$ cat src/rtl/oct_pkg.sv
// oct_pkg: shared types and constants of the operator and comment tokenizer
// no dependencies; imported by the lexer, the result queue and the top level
`timescale 1ns / 1ps
`default_nettype none

package oct_pkg;

    localparam int LINE_W = 16;

    typedef logic [LINE_W-1:0] t_line;

    // token codes, dense
    typedef enum logic [5:0] {
        K_INC     = 6'd0,
        K_PLUS    = 6'd1,
        K_DEC     = 6'd2,
        K_MINUS   = 6'd3,
        K_STAR    = 6'd4,
        K_MOD     = 6'd5,
        K_COMMA   = 6'd6,
        K_COLON   = 6'd7,
        K_SEMI    = 6'd8,
        K_LPAREN  = 6'd9,
        K_RPAREN  = 6'd10,
        K_LBRACK  = 6'd11,
        K_RBRACK  = 6'd12,
        K_LBRACE  = 6'd13,
        K_RBRACE  = 6'd14,
        K_GE      = 6'd15,
        K_SHR     = 6'd16,
        K_GT      = 6'd17,
        K_LE      = 6'd18,
        K_SHL     = 6'd19,
        K_LT      = 6'd20,
        K_EQ      = 6'd21,
        K_ASSIGN  = 6'd22,
        K_LAND    = 6'd23,
        K_BAND    = 6'd24,
        K_LOR     = 6'd25,
        K_BOR     = 6'd26,
        K_NE      = 6'd27,
        K_NOT     = 6'd28,
        K_DIV     = 6'd29,
        K_COMMENT = 6'd30,
        K_UNKNOWN = 6'd31,
        K_END     = 6'd32
    } t_tok;

    // lexer mode
    typedef enum logic [1:0] {
        M_NORMAL = 2'd0,
        M_LINE   = 2'd1,
        M_BLOCK  = 2'd2,
        M_STAR   = 2'd3
    } t_mode;

    // first character of a possible two-character operator
    typedef enum logic [3:0] {
        P_NONE  = 4'd0,
        P_PLUS  = 4'd1,
        P_MINUS = 4'd2,
        P_GT    = 4'd3,
        P_LT    = 4'd4,
        P_EQ    = 4'd5,
        P_AMP   = 4'd6,
        P_BAR   = 4'd7,
        P_BANG  = 4'd8,
        P_SLASH = 4'd9
    } t_pend;

    // all results caused by one request: zero, one or two tokens on the same line
    typedef struct packed {
        logic [1:0] cnt;
        t_tok       k0;
        t_tok       k1;
        t_line      line;
    } t_row;

endpackage

`default_nettype wire

$ cat src/rtl/oct_if.sv
// oct_in_if / oct_out_if: valid-ready channels of the tokenizer
// depends on oct_pkg for the line number type
`timescale 1ns / 1ps
`default_nettype none

interface oct_in_if;
    logic       valid;
    logic       ready;
    logic [7:0] in_char;
    logic       end_of_input;

    modport source (output valid, output in_char, output end_of_input, input ready);
    modport sink   (input valid, input in_char, input end_of_input, output ready);
endinterface

interface oct_out_if;
    logic           valid;
    logic           ready;
    logic [5:0]     token_kind;
    oct_pkg::t_line line_number;
    logic           last;

    modport source (output valid, output token_kind, output line_number, output last,
                    input ready);
    modport sink   (input valid, input token_kind, input line_number, input last,
                    output ready);
endinterface

`default_nettype wire

$ cat src/rtl/operator_comment_tokenizer.sv
// operator_comment_tokenizer: top level of the operator and comment tokenizer
// depends on oct_pkg, oct_if, oct_lexer and oct_queue
//
// usage
// - i_in carries one source byte per request (in_char) and the end flag
//   (end_of_input); in_char is ignored on a request with the end flag set
// - o_out carries one token per request: token_kind, line_number (line on
//   which the token finished, saturating) and last, set on the final token
//   caused by one input request
// - a request is taken at a clock edge with valid and ready both high
// - a token is registered in the result queue before it appears on o_out
// - throughput: one input byte per cycle while the queue has room; a byte that
//   causes two tokens (a pending operator flushed by a one-character token, or
//   end of input after one) is sent as two, so the output sets the sustained rate
// - the result queue holds the tokens of two input requests; i_in.ready is
//   low only while both rows are occupied, so a stalled receiver stops input
//   after at most two token-producing requests and nothing is dropped
// - reset (synchronous, active low) clears the queue and returns the lexer to
//   normal mode, no pending character, line one; end of input does the same
//   after flushing its tokens
`timescale 1ns / 1ps
`default_nettype none

module operator_comment_tokenizer (
    input  wire logic i_clk,
    input  wire logic i_rst_n,
    oct_in_if.sink    i_in,
    oct_out_if.source o_out
);
    import oct_pkg::*;

    t_row row;       // tokens of the byte on the input port
    logic fire;      // input request accepted
    logic room;      // queue can take a row

    assign i_in.ready = room;
    assign fire       = i_in.valid && i_in.ready;

    // lexer state advances on every accepted byte
    oct_lexer u_lexer (
        .i_clk   (i_clk),
        .i_rst_n (i_rst_n),
        .i_fire  (fire),
        .i_char  (i_in.in_char),
        .i_end   (i_in.end_of_input),
        .o_row   (row)
    );

    // bytes without tokens (blanks, pending operators, comment body) skip the queue
    oct_queue u_queue (
        .i_clk   (i_clk),
        .i_rst_n (i_rst_n),
        .i_push  (fire && (row.cnt != 2'd0)),
        .i_row   (row),
        .o_room  (room),
        .o_out   (o_out)
    );

endmodule

`default_nettype wire

$ cat src/rtl/oct_lexer.sv
// oct_lexer: lexer state (mode, pending first character, line count) and
// the per-byte decode into zero, one or two tokens; depends on oct_pkg
`timescale 1ns / 1ps
`default_nettype none

module oct_lexer (
    input  wire logic          i_clk,
    input  wire logic          i_rst_n,
    input  wire logic          i_fire,
    input  wire logic [7:0]    i_char,
    input  wire logic          i_end,
    output oct_pkg::t_row      o_row
);
    import oct_pkg::*;

    localparam logic [7:0] CH_TAB   = 8'h09;
    localparam logic [7:0] CH_LF    = 8'h0A;
    localparam logic [7:0] CH_CR    = 8'h0D;
    localparam logic [7:0] CH_SP    = 8'h20;
    localparam logic [7:0] CH_BANG  = 8'h21;
    localparam logic [7:0] CH_PCT   = 8'h25;
    localparam logic [7:0] CH_AMP   = 8'h26;
    localparam logic [7:0] CH_LPAR  = 8'h28;
    localparam logic [7:0] CH_RPAR  = 8'h29;
    localparam logic [7:0] CH_STAR  = 8'h2A;
    localparam logic [7:0] CH_PLUS  = 8'h2B;
    localparam logic [7:0] CH_COMMA = 8'h2C;
    localparam logic [7:0] CH_MINUS = 8'h2D;
    localparam logic [7:0] CH_SLASH = 8'h2F;
    localparam logic [7:0] CH_COLON = 8'h3A;
    localparam logic [7:0] CH_SEMI  = 8'h3B;
    localparam logic [7:0] CH_LT    = 8'h3C;
    localparam logic [7:0] CH_EQ    = 8'h3D;
    localparam logic [7:0] CH_GT    = 8'h3E;
    localparam logic [7:0] CH_LBRK  = 8'h5B;
    localparam logic [7:0] CH_RBRK  = 8'h5D;
    localparam logic [7:0] CH_LBRC  = 8'h7B;
    localparam logic [7:0] CH_BAR   = 8'h7C;
    localparam logic [7:0] CH_RBRC  = 8'h7D;

    t_mode r_mode, n_mode;
    t_pend r_pend, n_pend;
    t_line r_line, n_line;

    // pending character decode
    logic  s_has;      // a pending character exists
    t_tok  s_single;   // its one-character token
    logic  m_used;     // lookahead byte joins it
    logic  m_emit;     // the joined pair is a token
    t_tok  m_kind;
    t_mode m_mode;     // mode after a joined slash

    // fresh character decode
    logic  f_emit;
    t_tok  f_kind;
    t_pend f_pend;
    logic  f_lf;

    t_line line_inc;
    logic  used;

    assign line_inc = (r_line == {LINE_W{1'b1}}) ? r_line : r_line + t_line'(1);
    assign used     = s_has && m_used;

    // resolve the pending character against the current byte
    always_comb begin
        s_has    = 1'b1;
        s_single = K_UNKNOWN;
        m_used   = 1'b0;
        m_emit   = 1'b0;
        m_kind   = K_UNKNOWN;
        m_mode   = M_NORMAL;
        unique case (r_pend)
            P_PLUS: begin
                s_single = K_PLUS;
                m_used   = (i_char == CH_PLUS);
                m_emit   = m_used;
                m_kind   = K_INC;
            end
            P_MINUS: begin
                s_single = K_MINUS;
                m_used   = (i_char == CH_MINUS);
                m_emit   = m_used;
                m_kind   = K_DEC;
            end
            P_GT: begin
                s_single = K_GT;
                m_used   = (i_char == CH_EQ) || (i_char == CH_GT);
                m_emit   = m_used;
                m_kind   = (i_char == CH_EQ) ? K_GE : K_SHR;
            end
            P_LT: begin
                s_single = K_LT;
                m_used   = (i_char == CH_EQ) || (i_char == CH_LT);
                m_emit   = m_used;
                m_kind   = (i_char == CH_EQ) ? K_LE : K_SHL;
            end
            P_EQ: begin
                s_single = K_ASSIGN;
                m_used   = (i_char == CH_EQ);
                m_emit   = m_used;
                m_kind   = K_EQ;
            end
            P_AMP: begin
                s_single = K_BAND;
                m_used   = (i_char == CH_AMP);
                m_emit   = m_used;
                m_kind   = K_LAND;
            end
            P_BAR: begin
                s_single = K_BOR;
                m_used   = (i_char == CH_BAR);
                m_emit   = m_used;
                m_kind   = K_LOR;
            end
            P_BANG: begin
                s_single = K_NOT;
                m_used   = (i_char == CH_EQ);
                m_emit   = m_used;
                m_kind   = K_NE;
            end
            P_SLASH: begin
                // slash pair opens a comment and gives no token yet
                s_single = K_DIV;
                m_used   = (i_char == CH_SLASH) || (i_char == CH_STAR);
                m_mode   = (i_char == CH_SLASH) ? M_LINE : M_BLOCK;
            end
            default: begin
                s_has = 1'b0;
            end
        endcase
    end

    // classify the byte on its own
    always_comb begin
        f_emit = 1'b1;
        f_kind = K_UNKNOWN;
        f_pend = P_NONE;
        f_lf   = 1'b0;
        unique case (i_char) inside
            CH_SP, CH_TAB, CH_CR: f_emit = 1'b0;
            CH_LF: begin
                f_emit = 1'b0;
                f_lf   = 1'b1;
            end
            CH_PLUS:  begin f_emit = 1'b0; f_pend = P_PLUS;  end
            CH_MINUS: begin f_emit = 1'b0; f_pend = P_MINUS; end
            CH_GT:    begin f_emit = 1'b0; f_pend = P_GT;    end
            CH_LT:    begin f_emit = 1'b0; f_pend = P_LT;    end
            CH_EQ:    begin f_emit = 1'b0; f_pend = P_EQ;    end
            CH_AMP:   begin f_emit = 1'b0; f_pend = P_AMP;   end
            CH_BAR:   begin f_emit = 1'b0; f_pend = P_BAR;   end
            CH_BANG:  begin f_emit = 1'b0; f_pend = P_BANG;  end
            CH_SLASH: begin f_emit = 1'b0; f_pend = P_SLASH; end
            CH_STAR:  f_kind = K_STAR;
            CH_PCT:   f_kind = K_MOD;
            CH_COMMA: f_kind = K_COMMA;
            CH_COLON: f_kind = K_COLON;
            CH_SEMI:  f_kind = K_SEMI;
            CH_LPAR:  f_kind = K_LPAREN;
            CH_RPAR:  f_kind = K_RPAREN;
            CH_LBRK:  f_kind = K_LBRACK;
            CH_RBRK:  f_kind = K_RBRACK;
            CH_LBRC:  f_kind = K_LBRACE;
            CH_RBRC:  f_kind = K_RBRACE;
            default:  f_kind = K_UNKNOWN;
        endcase
    end

    // next state
    always_comb begin
        n_mode = r_mode;
        n_pend = r_pend;
        n_line = r_line;
        if (i_end) begin
            n_mode = M_NORMAL;
            n_pend = P_NONE;
            n_line = t_line'(1);
        end else begin
            unique case (r_mode)
                M_LINE: begin
                    if (i_char == CH_LF) begin
                        n_mode = M_NORMAL;
                        n_line = line_inc;
                    end
                end
                M_BLOCK: begin
                    if (i_char == CH_STAR) begin
                        n_mode = M_STAR;
                    end else if (i_char == CH_LF) begin
                        n_line = line_inc;
                    end
                end
                M_STAR: begin
                    if (i_char == CH_SLASH) begin
                        n_mode = M_NORMAL;
                    end else if (i_char != CH_STAR) begin
                        n_mode = M_BLOCK;
                        if (i_char == CH_LF) begin
                            n_line = line_inc;
                        end
                    end
                end
                default: begin
                    n_mode = M_NORMAL;
                    n_pend = P_NONE;
                    if (used) begin
                        n_mode = m_mode;
                    end else begin
                        n_pend = f_pend;
                        if (f_lf) begin
                            n_line = line_inc;
                        end
                    end
                end
            endcase
        end
    end

    // tokens caused by this byte
    always_comb begin
        o_row.cnt  = 2'd0;
        o_row.k0   = K_END;
        o_row.k1   = K_END;
        o_row.line = r_line;
        if (i_end) begin
            if (r_mode == M_NORMAL && s_has) begin
                o_row.k0  = s_single;
                o_row.cnt = 2'd2;
            end else if (r_mode == M_LINE) begin
                o_row.k0  = K_COMMENT;
                o_row.cnt = 2'd2;
            end else begin
                o_row.cnt = 2'd1;
            end
        end else begin
            unique case (r_mode)
                M_LINE: begin
                    if (i_char == CH_LF) begin
                        o_row.k0  = K_COMMENT;
                        o_row.cnt = 2'd1;
                    end
                end
                M_BLOCK: begin
                    o_row.cnt = 2'd0;
                end
                M_STAR: begin
                    if (i_char == CH_SLASH) begin
                        o_row.k0  = K_COMMENT;
                        o_row.cnt = 2'd1;
                    end
                end
                default: begin
                    if (s_has && (!m_used || m_emit)) begin
                        o_row.k0  = m_used ? m_kind : s_single;
                        o_row.cnt = 2'd1;
                    end
                    if (!used && f_emit) begin
                        if (o_row.cnt == 2'd0) begin
                            o_row.k0 = f_kind;
                        end else begin
                            o_row.k1 = f_kind;
                        end
                        o_row.cnt = o_row.cnt + 2'd1;
                    end
                end
            endcase
        end
    end

    always_ff @(posedge i_clk) begin
        if (!i_rst_n) begin
            r_mode <= M_NORMAL;
            r_pend <= P_NONE;
            r_line <= t_line'(1);
        end else if (i_fire) begin
            r_mode <= n_mode;
            r_pend <= n_pend;
            r_line <= n_line;
        end
    end

    // a pending character only exists in normal mode
    a_pend_normal: assert property (@(posedge i_clk) disable iff (!i_rst_n)
        (r_pend != P_NONE) |-> (r_mode == M_NORMAL))
        else $error("pending character outside normal mode");

    // the line count never falls to zero
    a_line_nonzero: assert property (@(posedge i_clk) disable iff (!i_rst_n)
        r_line != '0)
        else $error("line count reached zero");

endmodule

`default_nettype wire

$ cat src/rtl/oct_queue.sv
// oct_queue: two-row result queue; each row holds the one or two tokens of
// one request and is drained one token per output request; depends on oct_pkg
`timescale 1ns / 1ps
`default_nettype none

module oct_queue (
    input  wire logic          i_clk,
    input  wire logic          i_rst_n,
    input  wire logic          i_push,
    input  wire oct_pkg::t_row i_row,
    output logic               o_room,
    oct_out_if.source          o_out
);
    import oct_pkg::*;

    t_row       r_row [2];
    logic       r_wp;
    logic       r_rp;
    logic [1:0] r_count;
    logic       r_sub;
    t_row       head;
    logic       pop_tok;
    logic       pop_row;

    assign head    = r_row[r_rp];
    assign o_room  = (r_count != 2'd2);
    assign pop_tok = o_out.valid && o_out.ready;
    assign pop_row = pop_tok && o_out.last;

    assign o_out.valid       = (r_count != 2'd0);
    assign o_out.token_kind  = r_sub ? head.k1 : head.k0;
    assign o_out.line_number = head.line;
    assign o_out.last        = r_sub || (head.cnt == 2'd1);

    always_ff @(posedge i_clk) begin
        if (i_push) begin
            r_row[r_wp] <= i_row;
        end
    end

    always_ff @(posedge i_clk) begin
        if (!i_rst_n) begin
            r_wp    <= 1'b0;
            r_rp    <= 1'b0;
            r_count <= 2'd0;
            r_sub   <= 1'b0;
        end else begin
            if (i_push) begin
                r_wp <= ~r_wp;
            end
            if (pop_row) begin
                r_rp  <= ~r_rp;
                r_sub <= 1'b0;
            end else if (pop_tok) begin
                r_sub <= 1'b1;
            end
            if (i_push && !pop_row) begin
                r_count <= r_count + 2'd1;
            end else if (!i_push && pop_row) begin
                r_count <= r_count - 2'd1;
            end
        end
    end

    a_count_max: assert property (@(posedge i_clk) disable iff (!i_rst_n)
        r_count != 2'd3)
        else $error("result queue overfilled");

    a_head_nonempty: assert property (@(posedge i_clk) disable iff (!i_rst_n)
        o_out.valid |-> (head.cnt == 2'd1 || head.cnt == 2'd2))
        else $error("empty row in result queue");

    a_second_follows: assert property (@(posedge i_clk) disable iff (!i_rst_n)
        (pop_tok && !o_out.last) |=> (o_out.valid && r_sub))
        else $error("second token of a row lost");

    a_no_empty_push: assert property (@(posedge i_clk) disable iff (!i_rst_n)
        i_push |-> (i_row.cnt != 2'd0))
        else $error("row without tokens pushed");

endmodule

`default_nettype wire
$ cat src/flat_wrapper.sv
// flat-port wrapper written by rule: the top's interface ports become plain ports
module operator_comment_tokenizer_flat import oct_pkg::*;
  (i_clk, i_rst_n, i_in_valid, i_in_in_char, i_in_end_of_input, i_in_ready, o_out_valid, o_out_token_kind, o_out_line_number, o_out_last, o_out_ready);
  oct_in_if i_in_i ();
  oct_out_if o_out_i ();
  input  wire logic i_clk;
  input  wire logic i_rst_n;
  input wire logic [$bits(i_in_i.valid)-1:0] i_in_valid;
  input wire logic [$bits(i_in_i.in_char)-1:0] i_in_in_char;
  input wire logic [$bits(i_in_i.end_of_input)-1:0] i_in_end_of_input;
  output wire logic [$bits(i_in_i.ready)-1:0] i_in_ready;
  output wire logic [$bits(o_out_i.valid)-1:0] o_out_valid;
  output wire logic [$bits(o_out_i.token_kind)-1:0] o_out_token_kind;
  output wire logic [$bits(o_out_i.line_number)-1:0] o_out_line_number;
  output wire logic [$bits(o_out_i.last)-1:0] o_out_last;
  input wire logic [$bits(o_out_i.ready)-1:0] o_out_ready;
  assign i_in_i.valid = i_in_valid;
  assign i_in_i.in_char = i_in_in_char;
  assign i_in_i.end_of_input = i_in_end_of_input;
  assign i_in_ready = i_in_i.ready;
  assign o_out_valid = o_out_i.valid;
  assign o_out_token_kind = o_out_i.token_kind;
  assign o_out_line_number = o_out_i.line_number;
  assign o_out_last = o_out_i.last;
  assign o_out_i.ready = o_out_ready;
  operator_comment_tokenizer u_core (.i_clk(i_clk), .i_rst_n(i_rst_n), .i_in(i_in_i), .o_out(o_out_i));
endmodule
$ cat config.mk
export PLATFORM = sky130hd
export DESIGN_NAME = operator_comment_tokenizer_flat
export DESIGN_NICKNAME = d
export VERILOG_FILES = /design/src/rtl/oct_pkg.sv /design/src/rtl/oct_if.sv /design/src/rtl/operator_comment_tokenizer.sv /design/src/rtl/oct_lexer.sv /design/src/rtl/oct_queue.sv /design/src/flat_wrapper.sv
export SDC_FILE = /design/constraint.sdc
export NUM_CORES = 1
export LEC_CHECK = 0
export BUFFER_PORTS_ARGS = -buffer_cell sky130_fd_sc_hd__buf_4
export CAP_MARGIN = 20
export CORE_MARGIN = 4
export CORE_UTILIZATION = 38
export CTS_CLUSTER_SIZE = 24
export DETAILED_ROUTE_END_ITERATION = 10
export PLACE_DENSITY = 0.55
export RECOVER_POWER = 50
export SETUP_SLACK_MARGIN = 0.1
export SLEW_MARGIN = 20
export SYNTH_ARGS = -nofsm -noshare
export SYNTH_HDL_FRONTEND = slang
export SYNTH_SLANG_ARGS = --single-unit
$ cat constraint.sdc
create_clock -name i_clk -period 3.83 [get_ports i_clk]
set_input_delay 0.5745 -clock i_clk [delete_from_list [all_inputs] [get_ports i_clk]]
set_output_delay 0.5745 -clock i_clk [all_outputs]
set_load 0.05 [all_outputs]
==> impl_metrics.tcl, run 1 <==
set metrics [dict create \
    status "completed" \
    critPathArrivalTime_ns 3.73 \
    relSlewSlack_pct 49.2 \
    synth-async-reset-ratio_pct 0 \
    start_util_pct 39.5 \
    clockPowerShare_pct 29.5 \
    synth_edf_count 60 \
    period_share_pct 90.3 \
    fmax_mhz 289 \
    fillCellCount 1163 \
    crit_fanout 10 \
    post_drt_wl_per_cell_microns 16.5 \
    antenna_found_initial 0 \
    max_stage_delay_ns 0.58 \
    p_comb_share_pct 29.8 \
    regArea_sq_um 2360 \
    hold_viol 0 \
    synthTopCellsByCount "60 x edfxtp_1, 40 x nor2_1, 35 x nand2_1" \
    worst-setup-path-type "in -> reg" \
    synthToLayoutAreaGrowth_pct 15.4 \
    fin_hold_ws_ns 0.483 \
    p_switching_uw 1040 \
    intPower_uw 1870 \
    slowest_stage "or4b_4" \
    grt_max_degree 32 \
    drc 0 \
    syn_inst 448 \
    cap_violations 0 \
    ys_types 75 \
    cts_buffers 9 \
    crit_top_cell "ha_1" \
    yosys.cell_count.top_type "edfxtp_1" \
    place.gp.congestion 0.854 \
    yosys_warnings 0 \
    grt_pass1_wl_microns 17600 \
    postSynthAreaPerCell_sq_um 10.8 \
    cp.required_ns 4.10 \
    p_per_area_nw_per_um2 523 \
    first_global_vias 3392 \
    critPathLaunchType "input pin" \
    synth_top_area_share_pct 37.3 \
    crit_path_cell_trace "buf_4 -> or4b_4 -> nor4b_4 -> o21ai_2 -> nand4_4 -> nand3b_1 -> inv_1 -> ha_1 -> a221oi_1 -> a21oi_2 -> ha_1 -> or3_1 -> a21boi_0" \
    post-cts-setup-buffers 0 \
    cts_tree "yes" \
    finalMaxSlewViolations 0 \
    fp.dieH_microns 121 \
    cp-end-kind "flop" \
    worst_pin_slew_ns 0.763 \
    hp-class "in -> reg" \
    fin_nets 502 \
    drt_iter0_drc 310 \
    syn-cell-area_sq_um 4830 \
    fin_skew_ns 0.00538 \
    wl_microns 10900 \
    pwr-share-seq_pct 40.7 \
    drive_gt1_share_pct 21.4 \
    viasPerCell 5.59 \
    synth_top_cell_by_area "edfxtp_1" \
    netSwitchingFraction_pct 35.6 \
    yosys-top-cells-area "edfxtp_1 37%, dfxtp_1 12%, mux2_2 4.4%" \
    overflow 0 \
    cts_sinks 88 \
    dr_wl_met2_microns 5450 \
    setup_viol 0 \
    diodes 0 \
    fp.dieW_microns 121 \
    wl_met1_microns 4690 \
    track_usage_pct 15.4 \
    rows 40 \
    yosysSeqAreaShare_pct 48.9 \
    ant_nets 0 \
    wl_met3_microns 519 \
    ys.flop_type "edfxtp_1" \
    rsz0062_at_grt "false" \
    clk_pin_slew_ns 0.07 \
    io_pins 38 \
    hpwlAfterDp_microns 7900 \
    fin_setup_tns_ns 0 \
    root_buffer "clkbuf_16" \
    irDropWorstVdd_uv 237 \
    ys_ff_latch 88 \
    drt_pass1_iterations 5 \
    period_needed_ns 3.46 \
    insertion_delay_ns 0.35 \
    ctsHtreeMaxLevel 3 \
    cts.path.max_buffers 2 \
    top_layer_used "met4" \
    synthesis.nets 465 \
    core_area_sq_um 12200 \
    dieArea_sq_um 14600 \
    num_vias 3675 \
    leakage_uw 0.00191 \
    multi_input_area_sq_um 2260 \
    port_buffers 37 \
]
## power groups by stage
stage | logic [uW] | clock network, uW | registers (uW)
floorplan | 689 | 0 | 1180
global placement | 916 | 0 | 1200
detailed placement | 918 | 0 | 1210
CTS | 921 | 888 | 1190
global route | 923 | 924 | 1200
finish | 867 | 860 | 1180
## timing repair
action,CTS,global route
gates resized for setup,0,1
hold buffers,0,0
setup endpoints to repair,0,1
## critical path, delay by kind of cell
family | cells | cell delay (ns)
AO/OA/AOI/OAI | 4 | 0.82
adder cells (fa/ha/maj) | 2 | 0.61
buffers and inverters | 2 | 0.21
AND/OR/NAND/NOR | 5 | 1.52
## worst paths after layout
kind	from	to	slack [ns]	cells past startpoint
worst max-delay path	i_in_in_char[6]	u_core.u_queue.r_count[1]	0.37	13
worst min-delay path	i_rst_n	u_core.u_lexer.r_line[0]	0.48	2
worst max register to register	u_core.u_lexer.r_pend[2]	u_core.u_queue.r_count[1]	0.40	12
worst min register to register	u_core.u_lexer.r_line[9]	u_core.u_queue.r_row[0][9]	0.52	0
## state kept, by name (all words and copies together) (netlist names), named ones only
| register | cells |
|---|---|
| u_core.u_lexer.r_line | 16 |
| u_core.u_lexer.r_mode | 2 |
| u_core.u_lexer.r_pend | 4 |
| u_core.u_queue.r_count | 2 |
| u_core.u_queue.r_row | 60 |
| u_core.u_queue.r_rp | 1 |
| u_core.u_queue.r_sub | 1 |
| u_core.u_queue.r_wp | 1 |
## kinds of logic (layout without fill, tap and decap cells)
| group | Yosys count | in the layout | synth area share [%] |
|---|---|---|---|
| compound gates | 83 | 83 | 12.1 |
| xor+xnor | 24 | 24 | 4.36 |
| fa+ha+maj | 4 | 4 | 1.04 |
| buf+inv | 42 | 84 | 3.94 |
| flops | 88 | 88 | 49.0 |
| mux | 26 | 26 | 7.44 |
| simple gates | 181 | 181 | 22.2 |
## metal layers
metal	global-route usage (%)	vias up
met3	3.41	21
met4	6.23	0
met1	19.1	1789
met5	0	-
met2	26.0	100
li1	-	1765
## through the flow
stage          total power, uW  cells  worst slack [ns]  area [sq um]  utilization [%]
2_1_floorplan             1860    448             0.140          4830                -
4_1_cts                   3000    658             0.385          5630             46.1
5_1_grt                   3040    658             0.109          5570             45.6
6_report                  2910    658             0.373          5570             45.6
3_3_place_gp              2120    642             0.116          5330             43.6
3_5_place_dp              2130    642            0.0255          5330             43.6
## final cells by class
class	instances	area share, %
sequential	88	42.4
multi-input combinational	318	40.6
timing repair buffer	56	7.03
clock buffer	9	4.04
tap	168	3.77
clock inverter	7	1.35
inverter	12	0.809
## cells in the final DEF, fill, tap and decap left out, drive strengths merged, types with 15 or more instances in the layout
| cell type | n |
|---|---|
| clkbuf | 20 |
| o21ai | 17 |
| nand2 | 35 |
| buf | 45 |
| inv | 15 |
| edfxtp | 60 |
| mux2 | 19 |
| dfxtp | 28 |
| nor2 | 40 |
| a21oi | 18 |
(Power assumes the default switching activity.)
==> run 2: changes to the inputs <==
--- a/config.mk
+++ b/config.mk
@@ -11,6 +11,7 @@
 export CORE_UTILIZATION = 38
 export CTS_CLUSTER_SIZE = 24
 export DETAILED_ROUTE_END_ITERATION = 10
+export MAX_ROUTING_LAYER = met4
 export PLACE_DENSITY = 0.55
 export RECOVER_POWER = 50
 export SETUP_SLACK_MARGIN = 0.1
==> impl_metrics.tcl, run 2 (same netlist as run 1, synthesis figures left out) <==
set metrics [dict create \
    regArea_sq_um 2360 \
    regMostFlops "u_core.u_queue.r_row" \
    finalCoreUtilization_pct 45.5 \
    grt_max_degree 31 \
    root_buffer "clkbuf_16" \
    multi_input_area_sq_um 2260 \
    cts_buffers 9 \
    period_share_pct 90.7 \
    finalMaxSlewViolations 0 \
    wl_microns 11000 \
    hold_viol 0 \
    relSlewSlack_pct 50.3 \
    pre_cts_slack_ns 0.00322 \
    leakage_uw 0.00191 \
    drive_gt1_share_pct 21.6 \
    worst_pin_slew_ns 0.745 \
    status "completed" \
    fp.dieH_microns 121 \
    fillCellCount 1177 \
    power_uw 2910 \
    synthToLayoutAreaGrowth_pct 15.2 \
    num_vias 3551 \
    final_cell_mix "60 x edfxtp_1, 45 x buf_4, 40 x nor2_1, 35 x nand2_1, 28 x dfxtp_1" \
    track_usage_pct 16.2 \
    cts_tree "yes" \
    drt_pass1_iterations 5 \
    worst-setup-path-type "in -> reg" \
    fin_setup_tns_ns 0 \
    io_pins 38 \
    largest_reg_flops 60 \
    ctsHtreeMaxLevel 3 \
    cts_sinks 88 \
    port_buffers 37 \
    grt_pass1_wl_microns 18100 \
    core_area_sq_um 12200 \
    reg2reg_slack_ns 0.41 \
    hpwlAfterDp_microns 8170 \
    hp-class "in -> reg" \
    setup_viol 0 \
    clk_pin_slew_ns 0.07 \
    fin_skew_ns 0.0109 \
    cts.path.max_buffers 2 \
    rows 40 \
    period_needed_ns 3.47 \
    first_global_vias 3476 \
    p_per_area_nw_per_um2 523 \
    final_common_cell "edfxtp_1" \
    rsz0062_at_grt "false" \
    cap_violations 0 \
    fp.dieW_microns 121 \
    dieArea_sq_um 14600 \
    critPathLaunchType "input pin" \
    place.gp.congestion 0.872 \
    crit_fanout 23 \
    insertion_delay_ns 0.33 \
    post_drt_wl_per_cell_microns 16.7 \
    drc 0 \
    fin_hold_ws_ns 0.503 \
    viasPerCell 5.40 \
    ant_nets 0 \
    cts_hold_buf 0 \
    cp.required_ns 4.08 \
    critPathArrivalTime_ns 3.73 \
    irDropWorstVdd_uv 188 \
    setup_slack_ns 0.357 \
    start_util_pct 39.5 \
    overflow 0 \
    antenna_found_initial 0 \
    diodes 0 \
    fin_nets 502 \
    drt_iter0_drc 306 \
    cp-end-kind "flop" \
    reg_top3 "u_core.u_queue.r_row x60, u_core.u_lexer.r_line x16, u_core.u_lexer.r_pend x4" \
    fmax_mhz 288 \
]
run 2: cell types whose count changed in the layout (fill, tap and decap cells not counted), sizes merged:
cell	before	now
clkinv	3	4
clkinvlp	1	0
run 2: repair_timing:
item,in CTS,in global routing
buffers inserted,0,0
resized for setup,0,1
endpoints found under the setup margin,0,1
run 2: worst max-delay path, stage by stage:
cell and delay (ns):
clkbuf_4 0.10, buf_4 0.25, and3b_1 0.22, and3_1 0.15, o21ai_0 0.29, nand4_4 0.19
nand3b_1 0.23, inv_1 0.07, ha_1 0.22, a221oi_1 0.42, a21oi_2 0.14, ha_1 0.35
or3_1 0.35, a21boi_0 0.17
run 2: path summary, 6_finish.rpt:
check,to,cells after the start,from
setup / recovery,u_core.u_queue.r_count[1],14,i_in_in_char[1]
hold / removal,u_core.u_lexer.r_line[0],2,i_rst_n
setup reg to reg,u_core.u_queue.r_count[1],13,u_core.u_lexer.r_pend[0]
hold reg to reg,u_core.u_queue.r_row[0][9],0,u_core.u_lexer.r_line[9]
run 2: metrics by stage:
step                      cell area, sq um  instances
final                                 5560        658
after global routing                  5560        658
after CTS                             5610        658
after detailed placement              5310        642
after global placement                5310        642
after floorplan                       4830        448
run 2: report_power, final:
group	internal, uW	total [uW]	switching (uW)	leakage, uW
sequential	1130	1190	55.3	0.000784
clock	460	850	390	0.000147
combinational	282	866	584	0.000981
total	1880	2910	1030	0.00191
run 2: layout make-up:
class / count / share of cell area (%)
sequential: 88 / 42.5
multi-input combinational: 318 / 40.7
clock inverter: 7 / 1.33
tap: 168 / 3.78
clock buffer: 9 / 4.05
timing repair buffer: 56 / 6.89
inverter: 12 / 0.810
run 2: routing by layer:
layer  global-route usage (%)  routed length [microns]  vias up
li1                         -                        -     1760
met1                     20.1                     4890     1719
met2                     27.2                     5640       62
met3                     2.57                      392       10
met4                     4.96                       91        0
met5                        -                        0        -
